[src/dvrt_pkg.sv]
// ----------------------------------------------------------------------------
// dvrt_pkg
// Shared types and constants of the distance-vector route table unit.
// ----------------------------------------------------------------------------
package dvrt_pkg;

    // Table geometry
    localparam int ENTRIES    = 8;
    localparam int SLOT_W     = $clog2(ENTRIES);
    localparam int NAME_WORDS = 4;
    localparam int NAME_IDX_W = $clog2(NAME_WORDS);
    localparam int WORD_W     = 64;

    // Field widths
    localparam int OP_W       = 2;
    localparam int STATUS_W   = 3;
    localparam int ADDR_W     = 32;
    localparam int PORT_W     = 16;
    localparam int HOPS_W     = 32;
    localparam int SLOT_OUT_W = 3;

    // Configuration port
    localparam int CFG_INDEX_W  = 3;
    localparam int NUM_CFG_REGS = NAME_WORDS;

    // Stream payload widths (whole bytes)
    localparam int S_TDATA_W = NAME_WORDS * WORD_W + ADDR_W + PORT_W + HOPS_W;
    localparam int M_DATA_BITS = ADDR_W + PORT_W + HOPS_W + SLOT_OUT_W;
    localparam int M_TDATA_W = ((M_DATA_BITS + 7) / 8) * 8;
    localparam int M_PAD_W   = M_TDATA_W - M_DATA_BITS;

    localparam logic [HOPS_W-1:0] HOPS_MAX  = '1;
    localparam logic [SLOT_W-1:0] LAST_SLOT = SLOT_W'(ENTRIES - 1);

    typedef logic [NAME_WORDS-1:0][WORD_W-1:0] name_t;
    typedef logic [SLOT_W-1:0] slot_t;

    typedef enum logic [OP_W-1:0] {
        OP_ADVERTISE = 2'd0,
        OP_LOOKUP    = 2'd1,
        OP_DELETE    = 2'd2
    } op_t;

    typedef enum logic [STATUS_W-1:0] {
        STATUS_INSERTED  = 3'd0,
        STATUS_UPDATED   = 3'd1,
        STATUS_UNCHANGED = 3'd2,
        STATUS_FULL      = 3'd3,
        STATUS_FOUND     = 3'd4,
        STATUS_NOT_FOUND = 3'd5,
        STATUS_DELETED   = 3'd6
    } status_t;

    typedef enum logic [1:0] {
        ST_IDLE,
        ST_SCAN,
        ST_DECIDE
    } state_t;

    // Entry as read from the store
    typedef struct packed {
        logic              valid;
        name_t             name;
        logic [ADDR_W-1:0] next_address;
        logic [PORT_W-1:0] next_port;
        logic [HOPS_W-1:0] hops;
    } entry_rd_t;

    // Write request into the store
    typedef struct packed {
        logic              en;
        slot_t             slot;
        logic              valid;
        logic              set_name;
        name_t             name;
        logic [ADDR_W-1:0] next_address;
        logic [PORT_W-1:0] next_port;
        logic [HOPS_W-1:0] hops;
    } entry_wr_t;

    // Compare unit verdict
    typedef struct packed {
        logic match;
        logic better;
    } cmp_t;

endpackage

[src/dvrt_compare_unit.sv]
// ----------------------------------------------------------------------------
// dvrt_compare_unit
// Shared compare unit: name match against one entry per cycle, saturating
// hop increment and the shorter-route test.
// ----------------------------------------------------------------------------
module dvrt_compare_unit (
    input  dvrt_pkg::name_t               key_name,
    input  logic [dvrt_pkg::HOPS_W-1:0]   adv_hops,
    input  dvrt_pkg::entry_rd_t           entry,
    output logic [dvrt_pkg::HOPS_W-1:0]   hops_inc,
    output dvrt_pkg::cmp_t                verdict
);
    import dvrt_pkg::*;

    // Saturate the incremented hop count
    assign hops_inc = (adv_hops == HOPS_MAX) ? HOPS_MAX : adv_hops + HOPS_W'(1);

    // Only valid entries match; better means the stored route is longer
    assign verdict.match  = entry.valid && (entry.name == key_name);
    assign verdict.better = entry.hops > hops_inc;

endmodule

[config.mk]
export PLATFORM = sky130hd
export DESIGN_NAME = dvrt_compare_unit
export DESIGN_NICKNAME = d
export VERILOG_FILES = /design/src/dvrt_pkg.sv /design/src/dvrt_compare_unit.sv
export SDC_FILE = /design/constraint.sdc
export NUM_CORES = 1
export LEC_CHECK = 0
export ABC_AREA = 1
export BUFFER_PORTS_ARGS = -buffer_cell sky130_fd_sc_hd__buf_2
export CAP_MARGIN = 10
export CELL_PAD_IN_SITES_DETAIL_PLACEMENT = 0
export CELL_PAD_IN_SITES_GLOBAL_PLACEMENT = 2
export CORE_AREA = 2 2 254 256
export DETAILED_ROUTE_END_ITERATION = 10
export DIE_AREA = 0 0 256 258
export GPL_TIMING_DRIVEN = 0
export PLACE_DENSITY = 0.59
export RECOVER_POWER = 25
export SYNTH_ARGS = -nofsm -noshare
export SYNTH_HDL_FRONTEND = slang
export SYNTH_SLANG_ARGS = --single-unit
export TNS_END_PERCENT = 5
[constraint.sdc]
create_clock -name vclk -period 10.23
set_clock_uncertainty 0.2 [all_clocks]
set_input_delay 2.5575 -clock vclk [all_inputs]
set_output_delay 2.5575 -clock vclk [all_outputs]
set_load 0.02 [all_outputs]
Yosys cells after proc, flatten, opt, wreduce, memory -nomap -nowiden
Index checks and enable logic that the tools add are counted.
{"block": "word_totals", "register_bits": 0, "input_bits": 625, "output_inout_bits": 34, "word_cells": 6}
{"block": "classes", "addsub": 1, "order_cmp": 1, "eq_ne": 2, "muxes": 1, "n_reduce_logical": 1}
{"op": "$eq A256 B256 Y1", "n": 1}
{"op": "$add A32 B1 Y32 const B", "n": 1}
{"op": "$eq A32 B32 Y1 const B", "n": 1}
{"op": "$gt A32 B32 Y1", "n": 1}
{"op": "$mux W32", "n": 1}
{"op": "$logic_and A1 B1 Y1", "n": 1}

Logic depth before layout (Yosys ltp)
{"block": "logic_depth", "depth_word": 3, "ltp_mapped": 18, "depth_no_buf": 18}

Least setup slack after synthesis
OpenSTA, ideal clock, no wires.
{"block": "synth_path", "kind": "in2out", "startpoint": "input port adv_hops[0] (netlist bit)", "endpoint": "output port verdict[0] (netlist bit)", "arrival_ps": 4970, "required_time_ps": 7473, "path_slack_ps": 2503, "stages": 17, "path_buffers": 0, "path_cell_list": "ha_1 -> nand3_2 -> nor3_4 -> nand2_4 -> nor3_4 -> nand2_4 -> inv_2 -> nand3b_1 -> nand3_2 -> inv_2 -> ha_1 -> nand2_1 -> nor2_1 -> nand2_1 -> nor4_1 -> nand2_1 -> a21oi_1"}
{"element": "start: declaration", "line_no": "dvrt_compare_unit.sv:8", "text": "input logic [dvrt_pkg::HOPS_W-1:0] adv_hops,"}
{"element": "end: declaration", "line_no": "dvrt_compare_unit.sv:11", "text": "output dvrt_pkg::cmp_t verdict"}

==> impl_metrics.json <==
{
  "powerDensity_mw_per_mm2": 34.5,
  "grt_pass1_vias": 9891,
  "timing.setup.tns_ns": 0,
  "floorplan.die.height_um": 258,
  "antenna_found_initial": 23,
  "dpl_cell_area_mm2": 0.0103,
  "final_hold_viol_count": 0,
  "hold_class": "input pin to primary output",
  "vdd_drop_max_mv": 0.0146,
  "synth_most_common_cell": "nand2_1",
  "grt_usage_pct": 12.2,
  "run_status": "finished, final reports clean",
  "crit_start": "adv_hops[0]",
  "largest_net_degree_at_the_start_of_global_routing": 11,
  "fp-row-count": 93,
  "post_synth_top_area_cell": "nand2_1",
  "final_report_setup_violation_count": 0,
  "crit_path_end": "verdict[0]",
  "layout.sequential_cells": 0,
  "cp_data_arrival_time_ns": 6.37,
  "wirelength_um": 42300,
  "regArea_um2": 0,
  "drive_above_1_share_pct": 34.3,
  "final_cell_area_mm2": 0.0103,
  "pre_cts_slack_ns": 1.47,
  "globalRouteOverflowTotal": 0,
  "n_clock_buffer": 0,
  "design.die.area_mm2": 0.0660,
  "vias": 9507,
  "floorplan.io_pins": 659,
  "setup.worst_path.start_class": "input pin",
  "report.final.slew_viol_count": 0,
  "cap_violations": 0,
  "achievable-frequency_mhz": 110,
  "cp-end-kind": "primary output",
  "detailed_place_hpwl_um": 40600,
  "postCtsResizedCells": 0,
  "synth_common_cells": "458 x nand2_1, 341 x inv_1, 146 x nor2_1, 70 x xnor2_1, 68 x o21ai_0",
  "antenna_violating_nets_post_route": 0,
  "finalCritPeriodShare_pct": 89.2,
  "post_cts_setup_driven_buffer_insertion_count": 0,
  "fillerInstances": 7775,
  "post-layout-total-power_mw": 0.357,
  "floorplan.core_area_mm2": 0.0636,
  "synth_area_per_cell_um2": 4.72,
  "detail_route.wl_per_cell_um": 15.1,
  "via_per_inst": 3.40,
  "timing.setup.critical_path_class": "input pin to primary output",
  "total_leakage_power_nw": 6.43,
  "worst_rel_slew_slack_pct": 35.6,
  "place.gp.congestion": 0.963,
  "crit_path_max_fanout": 5,
  "design.final.nets": 2588,
  "setup_ws_ns": 1.10,
  "syn_area_mm2": 0.00622,
  "synth_cell_types": 37,
  "worst_slew_pin_slew_ns": 0.959,
  "nets_in_the_synthesized_netlist": 1975,
  "die_span_x_um": 256,
  "final_period_minus_worst_setup_slack_ns": 9.13,
  "synth_largest_type_area_fraction_pct": 27.6,
  "detail_route.first_pass.iterations": 5,
  "post_synth_inst_count": 1317,
  "worst_hold_slack_ns": 5.31,
  "synth.yosys.seq_area_share_pct": 0,
  "grt_pass1_wl_um": 60500,
  "rsz0062_at_grt": "no",
  "remaining_drc_errors": 0,
  "place.port_buffers": 611,
  "start_util_pct": 9.77,
  "synth.area.top_cells": "nand2_1 28%, inv_1 21%, xnor2_1 9.9%, nor2_1 8.8%, ha_1 6.6%",
  "area.growth.synth_to_final_pct": 66.3,
  "yosysWarningCount": 0,
  "detailedRoute.firstIterationViolations": 278,
  "critPathRequiredTime_ns": 7.47,
  "cts_hold_buf": 0
}
[final cells by class]
class / instances / area [um2] / share of cell area, %
Antenna cell: 10 / 25.0 / 0.242
Inverter: 370 / 1390 / 13.4
Buffer: 2 / 18.8 / 0.181
Multi-Input combinational cell: 945 / 4790 / 46.3
Timing Repair Buffer: 611 / 3050 / 29.5
Tap cell: 855 / 1070 / 10.3
[placed cells by master, fill, tap and decap left out, types with 2 or more instances in the layout]
cell / count
xor2_1: 22
nor3_1: 12
a21oi_1: 16
nor4_1: 2
nor2_4: 3
nand2_2: 2
ha_1: 33
nand4_1: 29
nor2_1: 146
inv_1: 342
o21a_1: 3
xnor2_1: 70
nand3b_1: 3
buf_2: 608
inv_2: 28
nand2_4: 2
nand3_2: 6
nor2_2: 4
nand2_1: 459
o21ai_0: 69
nand3_1: 19
diode_2: 10
clkbuf_1: 3
o22ai_1: 30
a211oi_1: 2
[worst max-delay path, cell delays in order]
cell and delay [ns]:
buf_2 0.13, ha_1 0.21, nand3_2 0.12, nor3_1 0.75
nand2_4 0.15, nor3_1 0.41, nand2_4 0.13, inv_2 0.11
nand3b_1 0.09, nand3_2 0.09, inv_2 0.04, ha_1 0.26
nand2_1 0.06, nor2_1 0.21, nand2_1 0.11, nor4_1 0.47
and3_1 0.25, a21oi_1 0.04, buf_2 0.17
[worst min path at each step]
stage	cells past startpoint	start	slack (ns)	end
after CTS	3	adv_hops[0]	5.31	hops_inc[0]
after detailed placement	3	adv_hops[0]	5.30	hops_inc[0]
after global placement	3	adv_hops[0]	5.30	hops_inc[0]
after global routing	3	adv_hops[0]	5.34	hops_inc[0]
after floorplan	1	adv_hops[0]	5.05	hops_inc[0]
final	4	adv_hops[30]	5.31	hops_inc[30]
[per-layer routing]
metal	track usage (%)	vias up	wire length (um)
met2	25.0	375	22700
met1	12.8	3949	16100
met4	1.33	18	501
li1	-	5129	-
met5	0	-	114
met3	2.81	36	2930
[report_power, final]
part           switching [mW]  leakage (nW)  internal, mW
registers                   0             0             0
clock network               0     0.0000634   0.000000131
logic                   0.192          6.43         0.165
[cell families after synthesis]
family                     count (synthesis)  share of synthesized area [%]
and+or+nand+nor                          696                           46.9
buffers and inverters                    372                           22.6
AOI/OAI and AO/OA                        124                           10.9
xor gates and xnor gates                  92                           13.0
adders and majority gates                 33                           6.64
[stage by stage]
stage	utilization, %	std cells
6_report	16.2	2793
3_5_place_dp	16.3	2783
2_1_floorplan	-	1317
5_1_grt	16.2	2790
3_3_place_gp	16.3	2783
4_1_cts	16.3	2783
(Power assumes the default switching activity.)
