### config.mk
export PLATFORM = sky130hd
export DESIGN_NAME = dvrt_entry_store
export DESIGN_NICKNAME = d
export VERILOG_FILES = /design/src/dvrt_pkg.sv /design/src/dvrt_entry_store.sv
export SDC_FILE = /design/constraint.sdc
export NUM_CORES = 2
export LEC_CHECK = 0
export BUFFER_PORTS_ARGS = -buffer_cell sky130_fd_sc_hd__buf_2
export CAP_MARGIN = 5
export CORE_MARGIN = 1.5
export CORE_UTILIZATION = 55
export DETAILED_ROUTE_END_ITERATION = 6
export GPL_ROUTABILITY_DRIVEN = 0
export GPL_TIMING_DRIVEN = 1
export MAX_ROUTING_LAYER = met4
export PLACE_DENSITY = 0.79
export SETUP_SLACK_MARGIN = 0.2
export SLEW_MARGIN = 20
export SYNTH_ARGS = -nofsm -noshare
export SYNTH_HDL_FRONTEND = slang
export SYNTH_SLANG_ARGS = --single-unit
### constraint.sdc
create_clock -name aclk -period 41.7 [get_ports aclk]
set_input_delay 6.255 -clock aclk [delete_from_list [all_inputs] [get_ports aclk]]
set_output_delay 6.255 -clock aclk [all_outputs]
set_load 0.03 [all_outputs]
### src/dvrt_pkg.sv
// ----------------------------------------------------------------------------
// dvrt_pkg
// Shared types and constants of the distance-vector route table unit.
// ----------------------------------------------------------------------------
package dvrt_pkg;

    // Table geometry
    localparam int ENTRIES    = 8;
    localparam int SLOT_W     = $clog2(ENTRIES);
    localparam int NAME_WORDS = 4;
    localparam int NAME_IDX_W = $clog2(NAME_WORDS);
    localparam int WORD_W     = 64;

    // Field widths
    localparam int OP_W       = 2;
    localparam int STATUS_W   = 3;
    localparam int ADDR_W     = 32;
    localparam int PORT_W     = 16;
    localparam int HOPS_W     = 32;
    localparam int SLOT_OUT_W = 3;

    // Configuration port
    localparam int CFG_INDEX_W  = 3;
    localparam int NUM_CFG_REGS = NAME_WORDS;

    // Stream payload widths (whole bytes)
    localparam int S_TDATA_W = NAME_WORDS * WORD_W + ADDR_W + PORT_W + HOPS_W;
    localparam int M_DATA_BITS = ADDR_W + PORT_W + HOPS_W + SLOT_OUT_W;
    localparam int M_TDATA_W = ((M_DATA_BITS + 7) / 8) * 8;
    localparam int M_PAD_W   = M_TDATA_W - M_DATA_BITS;

    localparam logic [HOPS_W-1:0] HOPS_MAX  = '1;
    localparam logic [SLOT_W-1:0] LAST_SLOT = SLOT_W'(ENTRIES - 1);

    typedef logic [NAME_WORDS-1:0][WORD_W-1:0] name_t;
    typedef logic [SLOT_W-1:0] slot_t;

    typedef enum logic [OP_W-1:0] {
        OP_ADVERTISE = 2'd0,
        OP_LOOKUP    = 2'd1,
        OP_DELETE    = 2'd2
    } op_t;

    typedef enum logic [STATUS_W-1:0] {
        STATUS_INSERTED  = 3'd0,
        STATUS_UPDATED   = 3'd1,
        STATUS_UNCHANGED = 3'd2,
        STATUS_FULL      = 3'd3,
        STATUS_FOUND     = 3'd4,
        STATUS_NOT_FOUND = 3'd5,
        STATUS_DELETED   = 3'd6
    } status_t;

    typedef enum logic [1:0] {
        ST_IDLE,
        ST_SCAN,
        ST_DECIDE
    } state_t;

    // Entry as read from the store
    typedef struct packed {
        logic              valid;
        name_t             name;
        logic [ADDR_W-1:0] next_address;
        logic [PORT_W-1:0] next_port;
        logic [HOPS_W-1:0] hops;
    } entry_rd_t;

    // Write request into the store
    typedef struct packed {
        logic              en;
        slot_t             slot;
        logic              valid;
        logic              set_name;
        name_t             name;
        logic [ADDR_W-1:0] next_address;
        logic [PORT_W-1:0] next_port;
        logic [HOPS_W-1:0] hops;
    } entry_wr_t;

    // Compare unit verdict
    typedef struct packed {
        logic match;
        logic better;
    } cmp_t;

endpackage

### src/dvrt_entry_store.sv
// ----------------------------------------------------------------------------
// dvrt_entry_store
// Route entry storage: payload memories with a registered read port, valid
// flip-flops and the own-name registers that back slot 0.
// ----------------------------------------------------------------------------
module dvrt_entry_store (
    input  logic                          aclk,
    input  logic                          aresetn,
    input  logic                          cfg_wr_en,
    input  logic [dvrt_pkg::CFG_INDEX_W-1:0] cfg_wr_index,
    input  logic [dvrt_pkg::WORD_W-1:0]   cfg_wr_data,
    input  dvrt_pkg::slot_t               rd_slot,
    output dvrt_pkg::entry_rd_t           rd_entry,
    input  dvrt_pkg::entry_wr_t           wr
);
    import dvrt_pkg::*;

    name_t             name_mem [ENTRIES];
    logic [ADDR_W-1:0] addr_mem [ENTRIES];
    logic [PORT_W-1:0] port_mem [ENTRIES];
    logic [HOPS_W-1:0] hops_mem [ENTRIES];

    logic [ENTRIES-1:0] valid_reg;
    name_t              own_name_reg;
    logic               slot0_own_reg;

    name_t              rd_name_q;
    logic [ADDR_W-1:0]  rd_addr_q;
    logic [PORT_W-1:0]  rd_port_q;
    logic [HOPS_W-1:0]  rd_hops_q;
    logic               rd_valid_q;
    logic               rd_own_q;

    logic cfg_hit;
    assign cfg_hit = cfg_wr_en && (cfg_wr_index < CFG_INDEX_W'(NUM_CFG_REGS));

    // Own name and slot 0 reload; slot 0 reads from the own name until an
    // insert overwrites it
    always_ff @(posedge aclk) begin
        if (!aresetn) begin
            own_name_reg  <= '0;
            slot0_own_reg <= 1'b1;
        end else if (cfg_hit) begin
            own_name_reg[cfg_wr_index[NAME_IDX_W-1:0]] <= cfg_wr_data;
            slot0_own_reg <= 1'b1;
        end else if (wr.en && wr.set_name && (wr.slot == '0)) begin
            slot0_own_reg <= 1'b0;
        end
    end

    // Valid bits
    always_ff @(posedge aclk) begin
        if (!aresetn) begin
            valid_reg <= ENTRIES'(1);
        end else if (cfg_hit) begin
            valid_reg[0] <= 1'b1;
        end else if (wr.en) begin
            valid_reg[wr.slot] <= wr.valid;
        end
    end

    // Payload write
    always_ff @(posedge aclk) begin
        if (wr.en) begin
            if (wr.set_name) begin
                name_mem[wr.slot] <= wr.name;
            end
            addr_mem[wr.slot] <= wr.next_address;
            port_mem[wr.slot] <= wr.next_port;
            hops_mem[wr.slot] <= wr.hops;
        end
    end

    // Registered read
    always_ff @(posedge aclk) begin
        rd_name_q  <= name_mem[rd_slot];
        rd_addr_q  <= addr_mem[rd_slot];
        rd_port_q  <= port_mem[rd_slot];
        rd_hops_q  <= hops_mem[rd_slot];
        rd_valid_q <= valid_reg[rd_slot];
        rd_own_q   <= slot0_own_reg && (rd_slot == '0);
    end

    // Slot 0 holding the own name carries a zero next hop
    always_comb begin
        rd_entry.valid = rd_valid_q;
        if (rd_own_q) begin
            rd_entry.name         = own_name_reg;
            rd_entry.next_address = '0;
            rd_entry.next_port    = '0;
            rd_entry.hops         = '0;
        end else begin
            rd_entry.name         = rd_name_q;
            rd_entry.next_address = rd_addr_q;
            rd_entry.next_port    = rd_port_q;
            rd_entry.hops         = rd_hops_q;
        end
    end

endmodule

Word-level counts from Yosys, hierarchy flattened
Memories as Yosys holds them, arrays and structs flattened. A register that Yosys moved wholly into a read port is not among the register bits.
Index checks and enable logic that the tools add are counted.
Widths: inputs -> output; s select.
- register bits after elaboration: 267
- memory bits (writable): 2688
- output and inout bits: 337
- word-level logic and storage cells: 45
- memories: 4
- magnitude comparators: 6
- muxes and demuxes: 14
- bitwise logic cells: 2
- reduce and logical (&&, ||, !) cells: 10
- memory list (memory ; words ; width ; read ports ; clocked after memory_dff ; wr ports ; line ; source):
    name_mem ; 8 ; 256 ; 1 ; 1 ; 1 ; dvrt_entry_store.sv:18 ; name_t name_mem [ENTRIES];
    addr_mem ; 8 ; 32 ; 1 ; 1 ; 1 ; dvrt_entry_store.sv:19 ; logic [ADDR_W-1:0] addr_mem [ENTRIES];
    hops_mem ; 8 ; 32 ; 1 ; 1 ; 1 ; dvrt_entry_store.sv:21 ; logic [HOPS_W-1:0] hops_mem [ENTRIES];
    port_mem ; 8 ; 16 ; 1 ; 1 ; 1 ; dvrt_entry_store.sv:20 ; logic [PORT_W-1:0] port_mem [ENTRIES];
- operator list (cell ; count):
    $mux 336 ; 1
    $bwmux 256 ; 1
    $demux 64 s2 ; 1
    $mux 64 ; 1
    $bwmux 8 ; 1
    $lt 3x4->1 const B ; 2
    $mux 1 ; 7
    $logic_and 1x1->1 ; 6
    $logic_not 3->1 ; 2
    $bmux 1 s3 ; 1
    $demux 1 s3 ; 1
    $ge 3x1->1 const B ; 1
    $lt 2x3->1 const B ; 1
    $lt 3x3->1 const B ; 1
    $ge 2x1->1 const B ; 1
    $not 1->1 ; 2
    $reduce_and 2->1 ; 1
    $reduce_or 2->1 ; 1

Logic depth before layout (Yosys ltp)
- word-level depth: 5
- gate-level depth with buffers: 6
- mapped depth without buffers: 3

Worst setup path after synthesis
No wires, ideal clock.
- path kind: input port to flip-flop
- from: input wr[338] (netlist bit)
- to: memory name_mem[4][0] (netlist bit) (enable)
- arrival time: 23848 ps
- required time: 40514 ps
- setup slack: 16666 ps
- cell stages on the path: 2
- path buffers: 1
- path through: clkbuf_1 > nor3_1
- RTL lines (item ; line ; source):
    start, declared ; dvrt_entry_store.sv:14 ; input dvrt_pkg::entry_wr_t wr
    end, declared ; dvrt_entry_store.sv:18 ;
No word-level cell before the write port.

==> results by group <==
Critical path
  • Critical path startpoint category: primary input
  • CP Class: in -> reg
  • CP max FO: 66
  • FF-to-FF End: rd_addr_q[8]
  • Worst Path Required: 42490 ps
  • Most used cell, CP: buf_4
  • Crit-path cells: buf_8, buf_4, buf_4, buf_4, buf_4, mux4_2, mux2_2
  • CP max stage cell: buf_4
  • Critical Path AT: 11320 ps
  • Crit. End Element: flop
  • Worst flop-to-flop path startpoint: addr_mem[0][8]
  • Flop-to-flop setup slack: ~40000 ps
  • Largest stage delay, worst path: 930 ps
  • R2R depth: 2

Die
  • Core area: 0.217 mm²
  • # IOs: ~750
  • Die H: between 400 and 500 µm
  • DIE AREA: 0.221 mm²
  • Die extent in x: 470 µm
  • Initial Util: 55.3%
  • Row count: 171

Drt
  • ANT nets after route: 0
  • Via/cell ratio: 6.16
  • Drt pass-1 iters: 5
  • DRT iter0 DRCs: ~7200
  • # DRC: 0
  • Drt wl/cell: 31.6 µm
  • Detailed Route WL: 307000 µm
  • Via count: 59800

Finish
  • Biggest register: name_mem
  • Non-Filler Instances: 9715
  • Final net count: 6862
  • Max FFs per register: approximately 2000
  • Synth-to-layout area growth: 14.8%
  • Layout cell share with drive strength beyond 1: approximately two fifths

Clock tree
  • Buffer count from post-CTS setup fixing: 0
  • H-tree lvl count: 5
  • Clk buf depth: 4
  • CTS tree: done
  • CTS-repair resized insts: 0
  • CTS sink cnt: 3291
  • Clk slew on worst S/H paths: around 60 ps
  • Num CTS Buffers: around 340
  • CTS hold repair buffers: 0
  • Later-pin clock latency in the skew report: 960 ps
  • CTS root buffer: clkbuf_16

Yosys
  • Synth area leaders: edfxtp_1 (67%), mux4_2 (13%), dfxtp_1 (10%)
  • Mux contribution to synthesized area: around 18%
  • Fraction of the mapped netlist area in simple logic gates: 1.87%
  • Syn avg cell area: 21.5 µm²
  • Yosys reg bits: 3291
  • Synth warn: 0
  • Compound-cell area share of the yosys netlist: about 1.1%
  • Synth Area in XOR/XNOR: 0%
  • Synth area leader: edfxtp_1
  • Yosys cell types: 29
  • Sequential fraction of the synthesis area: 77.3%
  • Largest family of logic cells by synthesized area: multiplexers
  • Post-synthesis adder-cell area fraction: 0%
  • Area share of the largest cell type after synthesis: about two thirds
  • Mapped Nets: 6002
  • Mapped cell area: 0.120 mm²
  • Mapped Cells: approximately 5600

Global routing
  • Largest net degree at the start of global routing: 137
  • Total grt overflow: 0
  • First-pass GRT wire length: ~430000 µm
  • Vias in the first global route: 59700
  • GRT Total Usage: 28.4%
  • Initial antenna violation count: about 130

Timing
  • Worst Clk Skew: just under 70 ps
  • Hold violation count in the final report: 0
  • Min Clock Period, post-route: 10530 ps
  • Fin crit share: 25.3%
  • Final Hold Slack: between 400 and 500 ps
  • Total Neg Setup Slack: 0 ps
  • RSZ-0062 raised after global routing: false
  • Final setup margin: 31170 ps
  • Slew at the pin with the worst max-slew slack: 1240 ps
  • Max-slew headroom at the worst pin: 17.4%
  • Max Clk Rate: ~95 MHz
  • Final setup fails: 0
  • Max-slew violation count: 0

Place
  • Final HPWL DP: 180000 µm
  • Placed Cells: 8962
  • Pre-CTS setup slack: 30130 ps
  • # port buffers: 751

Hold path
  • Hold Crit Depth: 2
  • Worst hold-check path type: reg -> reg
  • Worst hold path startpoint: slot0_own_reg
  • Hold Crit Endpoint: rd_own_q

Status
  • Status: complete, no violations

Power
  • VDD IR max: around 0.053 mV
  • Lkg Pwr: about 46 nW
  • Pwr Density: 51.6 mW/mm²

Run
  • Max_cap viols: 0
==> worst max-delay path: cells and delay by family <==
family,cells,cell delay [ps]
buf+inv,5,3790
mux,2,890
==> layout by cell type, fill, tap and decap left out, types with 2 or more instances in the layout <==
cell and n:
clkbuf_1 76, buf_2 747, mux4_2 674, nor4_1 2
clkinvlp_4 8, nor3_2 2, dfxtp_1 602, o41ai_1 3
buf_4 82, diode_2 149, nand2b_1 3, clkbuf_16 348
nand4bb_4 2, buf_12 9, edfxtp_1 2688, and2_4 4
mux2i_1 5, nand2_1 74, inv_6 8, nor2b_1 81
nor2_4 6, clkinv_4 5, nor4bb_4 2, o311ai_0 3
bufinv_16 20, clkinv_8 4, mux2_2 593, nand3_1 258
o21ai_0 256, buf_8 4, clkbuf_8 47, clkinv_2 54
clkinv_1 32
==> logic make-up (layout without fill, tap and decap cells) <==
logic type / after synthesis / in the layout
flops: 3291 / 3291
mux: 1272 / 1272
compound gates: 263 / 263
other cells: 0 / 149
buf+inv: 323 / 1448
simple gates: 438 / 438
==> metal layers <==
metal / share of wire, % / GRT usage (%) / vias to the layer above
met1: 37 / 36.2 / 31200
met2: 47 / 42.4 / 3302
met5: 0 / - / -
met4: 5.5 / 14.6 / 0
met3: 11 / 7.52 / 673
li1: - / - / 24700
==> cell type report <==
type	count	area [µm²]
diodes	149	373
inverters	1	3.75
clock inverters	133	1270
multi-input cells	1973	25600
repair buffers	843	4610
well taps	2854	3570
flip-flops and latches	3291	92800
fillers	13800	79300
clock buffers	471	9640
==> worst max path at each step <==
stage          startpoint              to  slack, ps  depth (start not counted)
5_1_grt        rd_slot[0]   rd_name_q[31]      30680                          7
3_3_place_gp   rd_slot[0]   rd_name_q[24]      30210                          7
6_report       rd_slot[0]   rd_name_q[31]      31170                          7
3_5_place_dp   rd_slot[0]   rd_name_q[34]      30130                          7
4_1_cts        rd_slot[0]   rd_name_q[31]      31100                          7
2_1_floorplan     wr[338]  name_mem[4][0]      16670                          2
==> cell usage after synthesis <==
cell / n
clkbuf_1: 162
o311ai_0: 3
buf_2: 31
inv_1: 1
buf_4: 2
nand2_1: 74
buf_6: 73
nor4b_1: 1
o41ai_1: 3
nand4bb_1: 2
nor4bb_1: 2
buf_1: 54
nor4_1: 2
nand3_1: 258
edfxtp_1: 2688
nand2b_1: 3
or4b_1: 1
nor2b_1: 81
o21ai_0: 256
mux2i_1: 5
mux4_2: 674
o211ai_1: 1
and2_1: 4
nor3_1: 2
mux2_2: 593
dfxtp_1: 603
nand4b_1: 1
nor2_1: 6
and4b_1: 1
==> report_power, final <==
part | leakage (nW) | internal [W] | switching [W]
logic | 11.2 | 0.000173 | 0.000292
clock network | 5.36 | 0.00174 | 0.00122
registers | 29.3 | 0.00365 | 0.0000354
total | 45.8 | 0.00556 | 0.00155
==> per-stage QoR <==
stage | total power [W] | utilization, % | instance area, µm²
floorplan | 0.00404 | - | 120000
global placement | 0.00420 | 58.3 | 127000
detailed placement | 0.00422 | 58.3 | 127000
CTS | 0.00714 | 63.3 | 138000
global route | 0.00729 | 63.4 | 138000
finish | 0.00711 | 63.5 | 138000
Note: power is estimated with default switching activity, not from simulation.
